`src/rtl/nrgks_pkg.sv`:
```
// shared types, codes and defaults for the greedy no-repeat kind scheduler
`default_nettype none

package nrgks_pkg;

  // default sizes
  localparam int unsigned MAX_KINDS_DEF   = 256;
  localparam int unsigned COUNT_WIDTH_DEF = 20;

  // op codes of an input word
  typedef enum logic [1:0] {
    OP_LOAD  = 2'd0,
    OP_NEXT  = 2'd1,
    OP_CLEAR = 2'd2,
    OP_NOP   = 2'd3
  } op_e;

  // status codes of a result word
  typedef enum logic [1:0] {
    STAT_PLACED = 2'd0,
    STAT_EMPTY  = 2'd1,
    STAT_STUCK  = 2'd2,
    STAT_DONE   = 2'd3
  } status_e;

  // sequencer states
  typedef enum logic [2:0] {
    S_CLEAR,
    S_IDLE,
    S_SCAN,
    S_LAST,
    S_RESP
  } fsm_e;

  // input word
  typedef struct packed {
    logic [1:0]  op;
    logic [7:0]  kind_index;
    logic [19:0] count_value;
  } in_word_t;

  // result word
  typedef struct packed {
    logic [7:0] chosen_kind;
    logic [1:0] status;
  } out_word_t;

  // control into the pick unit
  typedef struct packed {
    logic init;
    logic sample;
  } pick_ctl_t;

  // status out of the pick unit
  typedef struct packed {
    logic found;
    logic any;
  } pick_stat_t;

endpackage

`default_nettype wire

```
`src/rtl/nrgks_pick.sv`:
```
// compare and track unit: keeps the largest eligible count seen during a scan
`default_nettype none

module nrgks_pick #(
  parameter int unsigned IDX_W   = 8,
  parameter int unsigned COUNT_W = 20
) (
  input  wire                       clk_i,
  input  wire                       rst_ni,
  input  nrgks_pkg::pick_ctl_t      ctl_i,
  input  wire  [IDX_W-1:0]          idx_i,
  input  wire  [COUNT_W-1:0]        cnt_i,
  input  wire                       last_valid_i,
  input  wire  [IDX_W-1:0]          last_kind_i,
  output nrgks_pkg::pick_stat_t     stat_o,
  output logic [IDX_W-1:0]          best_idx_o,
  output logic [COUNT_W-1:0]        best_cnt_o
);

  logic               found_q, found_d;
  logic               any_q, any_d;
  logic [IDX_W-1:0]   best_idx_q, best_idx_d;
  logic [COUNT_W-1:0] best_cnt_q, best_cnt_d;
  logic               nonzero;
  logic               eligible;
  logic               take;

  // eligibility and the single compare, ties go to the later (higher) index
  always_comb begin
    nonzero  = (cnt_i != '0);
    eligible = nonzero && !(last_valid_i && (idx_i == last_kind_i));
    take     = ctl_i.sample && eligible && (!found_q || (cnt_i >= best_cnt_q));
    found_d    = found_q;
    any_d      = any_q;
    best_idx_d = best_idx_q;
    best_cnt_d = best_cnt_q;
    if (ctl_i.init) begin
      found_d = 1'b0;
      any_d   = 1'b0;
    end else begin
      if (ctl_i.sample && nonzero) begin
        any_d = 1'b1;
      end
      if (take) begin
        found_d    = 1'b1;
        best_idx_d = idx_i;
        best_cnt_d = cnt_i;
      end
    end
  end

  // flags
  always_ff @(posedge clk_i or negedge rst_ni) begin
    if (!rst_ni) begin
      found_q <= 1'b0;
      any_q   <= 1'b0;
    end else begin
      found_q <= found_d;
      any_q   <= any_d;
    end
  end

  // best candidate payload
  always_ff @(posedge clk_i) begin
    best_idx_q <= best_idx_d;
    best_cnt_q <= best_cnt_d;
  end

  assign stat_o.found = found_q;
  assign stat_o.any   = any_q;
  assign best_idx_o   = best_idx_q;
  assign best_cnt_o   = best_cnt_q;

endmodule

`default_nettype wire

```
`config.mk`:
```
export PLATFORM = sky130hd
export DESIGN_NAME = nrgks_pick
export DESIGN_NICKNAME = d
export VERILOG_FILES = /design/src/rtl/nrgks_pkg.sv /design/src/rtl/nrgks_pick.sv
export SDC_FILE = /design/constraint.sdc
export NUM_CORES = 1
export LEC_CHECK = 0
export BUFFER_PORTS_ARGS = -buffer_cell sky130_fd_sc_hd__buf_2
export CAP_MARGIN = 20
export CORE_ASPECT_RATIO = 1.75
export CORE_UTILIZATION = 50
export DETAILED_ROUTE_END_ITERATION = 12
export GPL_ROUTABILITY_DRIVEN = 0
export PLACE_DENSITY = 0.84
export SYNTH_ARGS = -nofsm -noshare
export SYNTH_HDL_FRONTEND = slang
export SYNTH_SLANG_ARGS = --single-unit
```
`constraint.sdc`:
```
create_clock -name clk_i -period 6.3 [get_ports clk_i]
set_clock_uncertainty 0.1 [all_clocks]
set_input_delay 0.315 -clock clk_i [delete_from_list [all_inputs] [get_ports clk_i]]
set_output_delay 0.315 -clock clk_i [all_outputs]
set_load 0.05 [all_outputs]
```
# Word level (Yosys, flattened, before mapping)
# Index checks and enable logic that the tools add are counted.
# op_classes
order_cmp,1
eq_ne,1
muxes,4
bitwise_logic,1
reduce_logical,12
# op_table
op,n
$ge 20x20->1,1
$reduce_bool 20->1,1
$eq 8x8->1,1
$logic_and 1x1->1,5
$mux 1,4
$reduce_bool 2->1,2
$logic_not 1->1,2
$reduce_and 2->1,1
$logic_or 1x1->1,1
$not 1->1,1
# word_totals
register_bits,30
inputBits,41
output_inout_bits,30
wordCells,23

# Depth between registers and ports, before layout
# Gate-level depths: netlist of run 1.
# logic_depth
depth_word,8
mapped_depth,6
depth_no_buf,6

# Worst setup path after synthesis of run 1
# OpenSTA, ideal clock, no wires.
# synth_path
path_kind,reg-to-reg
start,"register best_cnt_q[15], in the netlist best_cnt_o[15]"
end,"register best_cnt_q[0], in the netlist best_cnt_o[0] (enable)"
setup_ps,465
t_arrival_ps,3832
required_ps,5735
setup_slack_ps,1903
path_stages_with_launch,7
path_buffers,0
synth_period_minus_slack_ps,4397
cell_sequence,edfxtp_1 > inv_1 > ha_1 > nand2_1 > o21a_1 > o221a_1 > a311oi_1
# synth_between
elab_chain_cells,4
# synth_lines
element,line_no,rtl
"start, declared",nrgks_pick.sv:23,"logic [COUNT_W-1:0] best_cnt_q, best_cnt_d;"
"start signal, assigned",nrgks_pick.sv:66,best_cnt_q <= best_cnt_d;
$ge 20x20->1,nrgks_pick.sv:32,take = ctl_i.sample && eligible && (!found_q || (cnt_i >= best_cnt_q));
$logic_or 1x1->1,nrgks_pick.sv:32,
$logic_and 1x1->1,nrgks_pick.sv:32,
$reduce_and 2->1 (no source line),n/a,
# No other way between the ends.
# A chain may end at the register's enable or synchronous reset.

# Worst setup path after layout of run 1
# layout_path
start,"register best_cnt_q[17], in the netlist best_cnt_o[17]"
end,"register best_cnt_q[4], in the netlist best_cnt_o[4] (enable)"
# The elaborated chain is that of the path after synthesis.

==> results of run 1 <==
-- cell families (layout without fill, tap and decap cells) --
kind of cell / after synthesis / count (layout) / synth area share [%]
AOI/OAI and AO/OA: 20 / 20 / 8.29
DFF: 30 / 30 / 56.8
adders and majority gates: 20 / 20 / 15.9
buffers and inverters: 25 / 103 / 6.46
and+or+nand+nor: 22 / 22 / 8.05
xor gates and xnor gates: 8 / 8 / 4.47
-- final cells by class --
cell class / count / area, um2 / area share, %
tap: 42 / 52.6 / 2.52
clock buffer: 8 / 90.1 / 4.33
sequential: 30 / 891 / 42.8
multi-input combinational: 70 / 594 / 28.5
timing repair buffer: 72 / 368 / 17.7
inverter: 23 / 86.3 / 4.15
-- what timing repair did --
item / in CTS / in global routing
hold buffers: 1 / 0
resized for setup: 0 / 0
endpoints found under the hold margin: 2 / 0
-- power by group through the flow --
| stage | Combinational [mW] | Sequential [mW] | Clock [mW] |
|---|---|---|---|
| floorplan | 0.0343 | 0.266 | 0 |
| global placement | 0.0935 | 0.237 | 0 |
| detailed placement | 0.0983 | 0.238 | 0 |
| CTS | 0.0993 | 0.234 | 0.162 |
| global route | 0.106 | 0.235 | 0.172 |
| finish | 0.0986 | 0.234 | 0.159 |
-- synth_stat cells --
| cell | instances |
|---|---|
| nand4_1 | 1 |
| xnor2_1 | 1 |
| a311oi_1 | 1 |
| buf_4 | 2 |
| a41o_1 | 1 |
| nand4b_1 | 1 |
| inv_1 | 23 |
| o221ai_1 | 1 |
| o21ai_1 | 1 |
| a211oi_1 | 1 |
| dfrtp_1 | 2 |
| edfxtp_1 | 28 |
| xor2_1 | 7 |
| a21oi_1 | 9 |
| nand4_2 | 1 |
| nand3_1 | 1 |
| a2111oi_1 | 1 |
| o21a_1 | 1 |
| nand2_1 | 7 |
| ha_1 | 20 |
| o22ai_1 | 1 |
| o21ai_0 | 2 |
| o221a_1 | 1 |
| nor3_1 | 2 |
| nand2b_1 | 1 |
| nor2_1 | 1 |
| nor3_2 | 1 |
| nor4_1 | 6 |
-- final timing paths --
path | from | to | cells past startpoint
min in group asynchronous | rst_ni | found_q | 2
setup reg to reg | best_cnt_o[17] | best_cnt_o[4] | 7
hold / removal | ctl_i[1] | any_q | 2
max in group asynchronous | rst_ni | any_q | 2
setup / recovery | best_cnt_o[17] | best_cnt_o[4] | 7
hold reg to reg | any_q | any_q | 2
-- through the flow --
step	utilization (%)	cells	power [mW]	instance area (um2)
global route	70.3	245	0.513	2080
global placement	66.9	236	0.331	1980
CTS	70.3	245	0.495	2080
finish	70.3	245	0.492	2080
floorplan	-	125	0.301	1570
detailed placement	66.9	236	0.336	1980
-- flip-flops by register name (all words and copies together), names as in the netlist --
signal      flops
found_q         1
any_q           1
best_idx_o      8
best_cnt_o     20
-- metal layers --
layer	up-vias	wire length [um]
met2	48	2210
met4	0	109
met1	604	1330
met3	10	163
li1	613	-
met5	-	0
-- worst max-delay path: cells and delay by family, from the launching register on --
kind | cells | cell delay (ns)
and+or+nand+nor | 3 | 0.52
DFF | 1 | 0.37
buffers and inverters | 2 | 0.43
adders and majority gates | 1 | 0.30
AOI/OAI and AO/OA | 1 | 0.75
==> run_results.csv, run 1 <==
group,metric,value,unit
status,status,"completed",
setup_path,crit_type,"reg2reg",
power_and_ir_drop,p_per_area,236,mW/mm2
layout,drive_above_1_share,39.4,%
sta,slew_viol_final,0,
global_route,antenna_found_initial,0,
power_and_ir_drop,leakage,0.982,nW
global_route,busiest_layer,"met2",
floorplan,design.die.area,0.00337,mm2
global_route,use_met1,26.4,%
layout,nFillCells,239,
power_and_ir_drop,p_clk_share,32.4,%
floorplan,fp-row-count,26,
logic_synthesis,ys_warn_count,0,
routing,vias_per_cell,5.20,
clock_network,cts_root_buffer,"clkbuf_8",
sta,worst_hold_slack,0.123,ns
setup_path,critPathMaxStageDelay,0.75,ns
layout,syn2layout_area_growth,32.7,%
sta,hold_violations,0,
logic_synthesis,synth_area_leader_cell,"edfxtp_1",
clock_network,clk_latency,0.28,ns
power_and_ir_drop,ir_drop,0.160,mV
logic_synthesis,yosys_register_bits,30,
logic_synthesis,syn_nets,186,
layout,nets,263,
clock_network,cts_tree,"yes",
setup_path,arrival,2.67,ns
global_route,use_met3,4.74,%
floorplan,ios,71,
layout,mostFrequentLayoutCells,"buf_2 (70), edfxtp_1 (28), inv_1 (23)",
layout,final_common_cell,"buf_2",
global_route,grt_overflow_total,0,
global_route,grt_pass1_wl,6220,um
power_and_ir_drop,combPwrFrac,20.1,%
power_and_ir_drop,seqPwrFrac,47.5,%
routing,wl,3810,um
sta,tightest_slew,0.766,ns
clock_network,cts_max_path_buffers,2,
power_and_ir_drop,p_int,350,uW
layout,antenna_cells,0,
floorplan,start_util,53.0,%
sta,relSlewSlack,48.9,%
clock_network,cts_inserted_buffers,5,
routing,wl_per_cell,15.5,um
sta,grt_setup_unrepaired,"false",
run,drv_cap,0,
logic_synthesis,syn_area,0.00157,mm2
power_and_ir_drop,switching_share,28.8,%
routing,vias,1275,
logic_synthesis,seq_area_frac_synth,56.8,%
global_route,grt_usage,25.9,%
floorplan,die_y,76.1,um
placement,port_buffers,70,
global_route,gr-usage-met2,46.6,%
logic_synthesis,synth_area_leaders,"edfxtp_1 (54%), ha_1 (16%), inv_1 (5.5%)",
sta,period_needed,2.80,ns
power_and_ir_drop,switching_power,142,uW
sta,finalSetupViolCount,0,
setup_path,crit_path_start_kind,"flip-flop",
routing,drtPass1Iterations,4,
setup_path,cp.required,6.17,ns
routing,detail-route-antenna-nets,0,
logic_synthesis,synthCells,125,
sta,clock.fmax,0.357,GHz
sta,layout_setup_ws,3.50,ns
global_route,grt_max_degree,17,
routing,route.detailed.drc,0,
setup_path,cpMaxStageDelayCell,"a311oi_4",
floorplan,dieWidth,44.3,um
logic_synthesis,synth.distinct_cells,28,
logic_synthesis,avgSynthCellArea,12.6,um2
global_route,grt_pass1_vias,1372,
setup_path,crit_fanout,16,
routing,dr.first_iter.drc_count,22,
hold_path,min_path_type,"in2reg",
sta,min_period_over_period,44.5,%
clock_network,htree_levels,2,
placement,dp_slack,3.48,ns
placement,hpwl,3090,um
logic_synthesis,synth_top_area_share,53.6,%
setup_path,end_kind,"flip-flop",
clock_network,post_cts_buffers,0,
sta,setup-tns-final,0,ns
clock_network,clkTransAtPathRegs,0.06,ns
floorplan,core-area,0.00296,mm2
clock_network,cts_num_sinks,30,
setup_path,crit_chain,"inv_1, ha_1, nand4_2, nor3_2, nand4b_1, a311oi_4, buf_4",
setup_path,rrSetupSlack,3.50,ns
No activity file was read; power rests on OpenSTA's default activity.
==> inputs of run 2 (changes only) <==
CORE_UTILIZATION = 42   (was 50)
PLACE_DENSITY = 0.76   (was 0.84)
clock period = 2.5 ns   (was 6.3 ns; I/O delays follow)
==> run 2 against run 1 <==
Worst hold slack worse by 0.042 ns. Sequential share of layout area is 5.5 points lower. Clock-buffer cell count unchanged. Total power grew to 2.5 times the previous value. Core utilization fell by 3.8 points. Final cell count grew 14%. Global-route usage fell by 6.4 points. Wire length shrank 3.3%. Largest power group unchanged. Highest routed layer unchanged.
==> run_results.csv, run 2 (synthesized netlist as in run 1, its figures left out) <==
group,metric,value,unit
status,status,"completed",
layout,nets,293,
routing,met2_length,2090,um
layout,mostFrequentLayoutCells,"buf_2 (70), dlygate4sd3_1 (30), edfxtp_1 (28)",
routing,route.detailed.drc,0,
setup_path,crit_chain,"dlygate4sd3_1, buf_2, ha_1, nand4_2, nor3_2, nand4b_1, a311oi_4, buf_6",
routing,wirelength_met1,1310,um
clock_network,cts_max_path_buffers,2,
setup_path,arrival,2.20,ns
clock_network,cts_inserted_buffers,5,
run,drv_cap,0,
setup_path,crit_path_start_kind,"input port",
routing,dr.max_layer_used,"met4",
global_route,antenna_found_initial,0,
setup_path,crit_fanout,18,
global_route,grt_overflow_total,0,
clock_network,clk_latency,0.28,ns
setup_path,crit_type,"in2reg",
hold_path,min_path_type,"in2async",
clock_network,cts_num_sinks,30,
placement,dp_cells,241,
placement,port_buffers,70,
power_and_ir_drop,leakage,1.10,nW
sta,period_needed,2.34,ns
floorplan,design.die.area,0.00399,mm2
routing,vias_per_cell,4.82,
placement,hpwl,2770,um
power_and_ir_drop,p_per_area,516,mW/mm2
layout,final_common_cell,"buf_2",
setup_path,end_kind,"flip-flop",
global_route,grt_pass1_wl,5510,um
global_route,grt_usage,19.5,%
layout,largest_reg_flops,20,
setup_path,cpMaxStageDelayCell,"dlygate4sd3_1",
global_route,grt_pass1_vias,1390,
clock_network,cts_tree,"yes",
setup_path,crit_buf_inv,3,
routing,dr.first_iter.drc_count,22,
floorplan,die_y,82.9,um
routing,vias,1346,
clock_network,post_cts_buffers,0,
floorplan,fp-row-count,29,
sta,setup-tns-final,0,ns
layout,antenna_cells,0,
sta,slew_viol_final,0,
sta,clock.fmax,0.428,GHz
routing,wl_per_cell,13.2,um
sta,worst_hold_slack,0.0808,ns
setup_path,critPathMaxStageDelay,0.53,ns
floorplan,start_util,43.7,%
clock_network,clkTransAtPathRegs,0.05,ns
routing,detail-route-antenna-nets,0,
routing,dr_wl_met3,182,um
sta,finalSetupViolCount,0,
clock_network,cts_root_buffer,"clkbuf_8",
floorplan,dieWidth,48.2,um
floorplan,core-area,0.00359,mm2
setup_path,cpLargestDelayFamily,"buffers and inverters",
clock_network,htree_levels,2,
power_and_ir_drop,ir_drop,0.402,mV
layout,syn2layout_area_growth,52.4,%
sta,relSlewSlack,75.9,%
sta,tightest_slew,0.360,ns
sta,min_period_over_period,93.4,%
layout,instances_no_fill,279,
global_route,grt_max_degree,19,
setup_path,cp.required,2.36,ns
layout,drive_above_1_share,35.2,%
sta,grt_setup_unrepaired,"false",
routing,drtPass1Iterations,4,
floorplan,ios,71,
routing,wl,3680,um
sta,hold_violations,0,
run 2: power by group:
group / internal, mW / total (mW) / switching [mW]
sequential: 0.579 / 0.588 / 0.00944
clock: 0.197 / 0.360 / 0.163
combinational: 0.112 / 0.286 / 0.173
run 2: stage by stage:
step	setup WS [ns]	total power [mW]	util (%)	instance area, um2
after floorplan	-0.419	0.761	-	1600
after detailed placement	0.249	0.848	55.9	2010
after global placement	0.265	0.842	55.9	2010
after CTS	0.0936	1.24	66.5	2390
after global routing	0.0605	1.28	66.6	2390
final	0.164	1.23	66.6	2390
run 2: cell type report:
cell class / instances / area, um2
Fill cell: 263 / 1200
Sequential cell: 30 / 891
Timing Repair Buffer: 102 / 669
Multi-Input combinational cell: 70 / 607
Inverter: 23 / 86.3
Clock buffer: 8 / 80.1
Tap cell: 46 / 57.6
run 2: per-layer routing:
metal,track usage (%),up-vias
met3,4.78,11
li1,-,667
met1,17.9,618
met2,35.6,50
met4,8.84,0
met5,0,-
run 2: final timing paths:
path / from / end / slack, ns / depth (start not counted)
max: cnt_i[17] / best_idx_o[7] / 0.16 / 8
min: rst_ni / found_q / 0.08 / 2
max reg2reg: best_cnt_o[17] / best_idx_o[7] / 0.30 / 7
min reg2reg: any_q / any_q / 0.42 / 2
max in group asynchronous: rst_ni / any_q / 2.12 / 2
min in group clk_i: ctl_i[0] / found_q / 0.17 / 3
run 2: what timing repair did:
action,CTS,global route
hold endpoints to repair,32,0
resized for setup,0,1
hold buffers,30,0
endpoints found under the setup margin,0,6
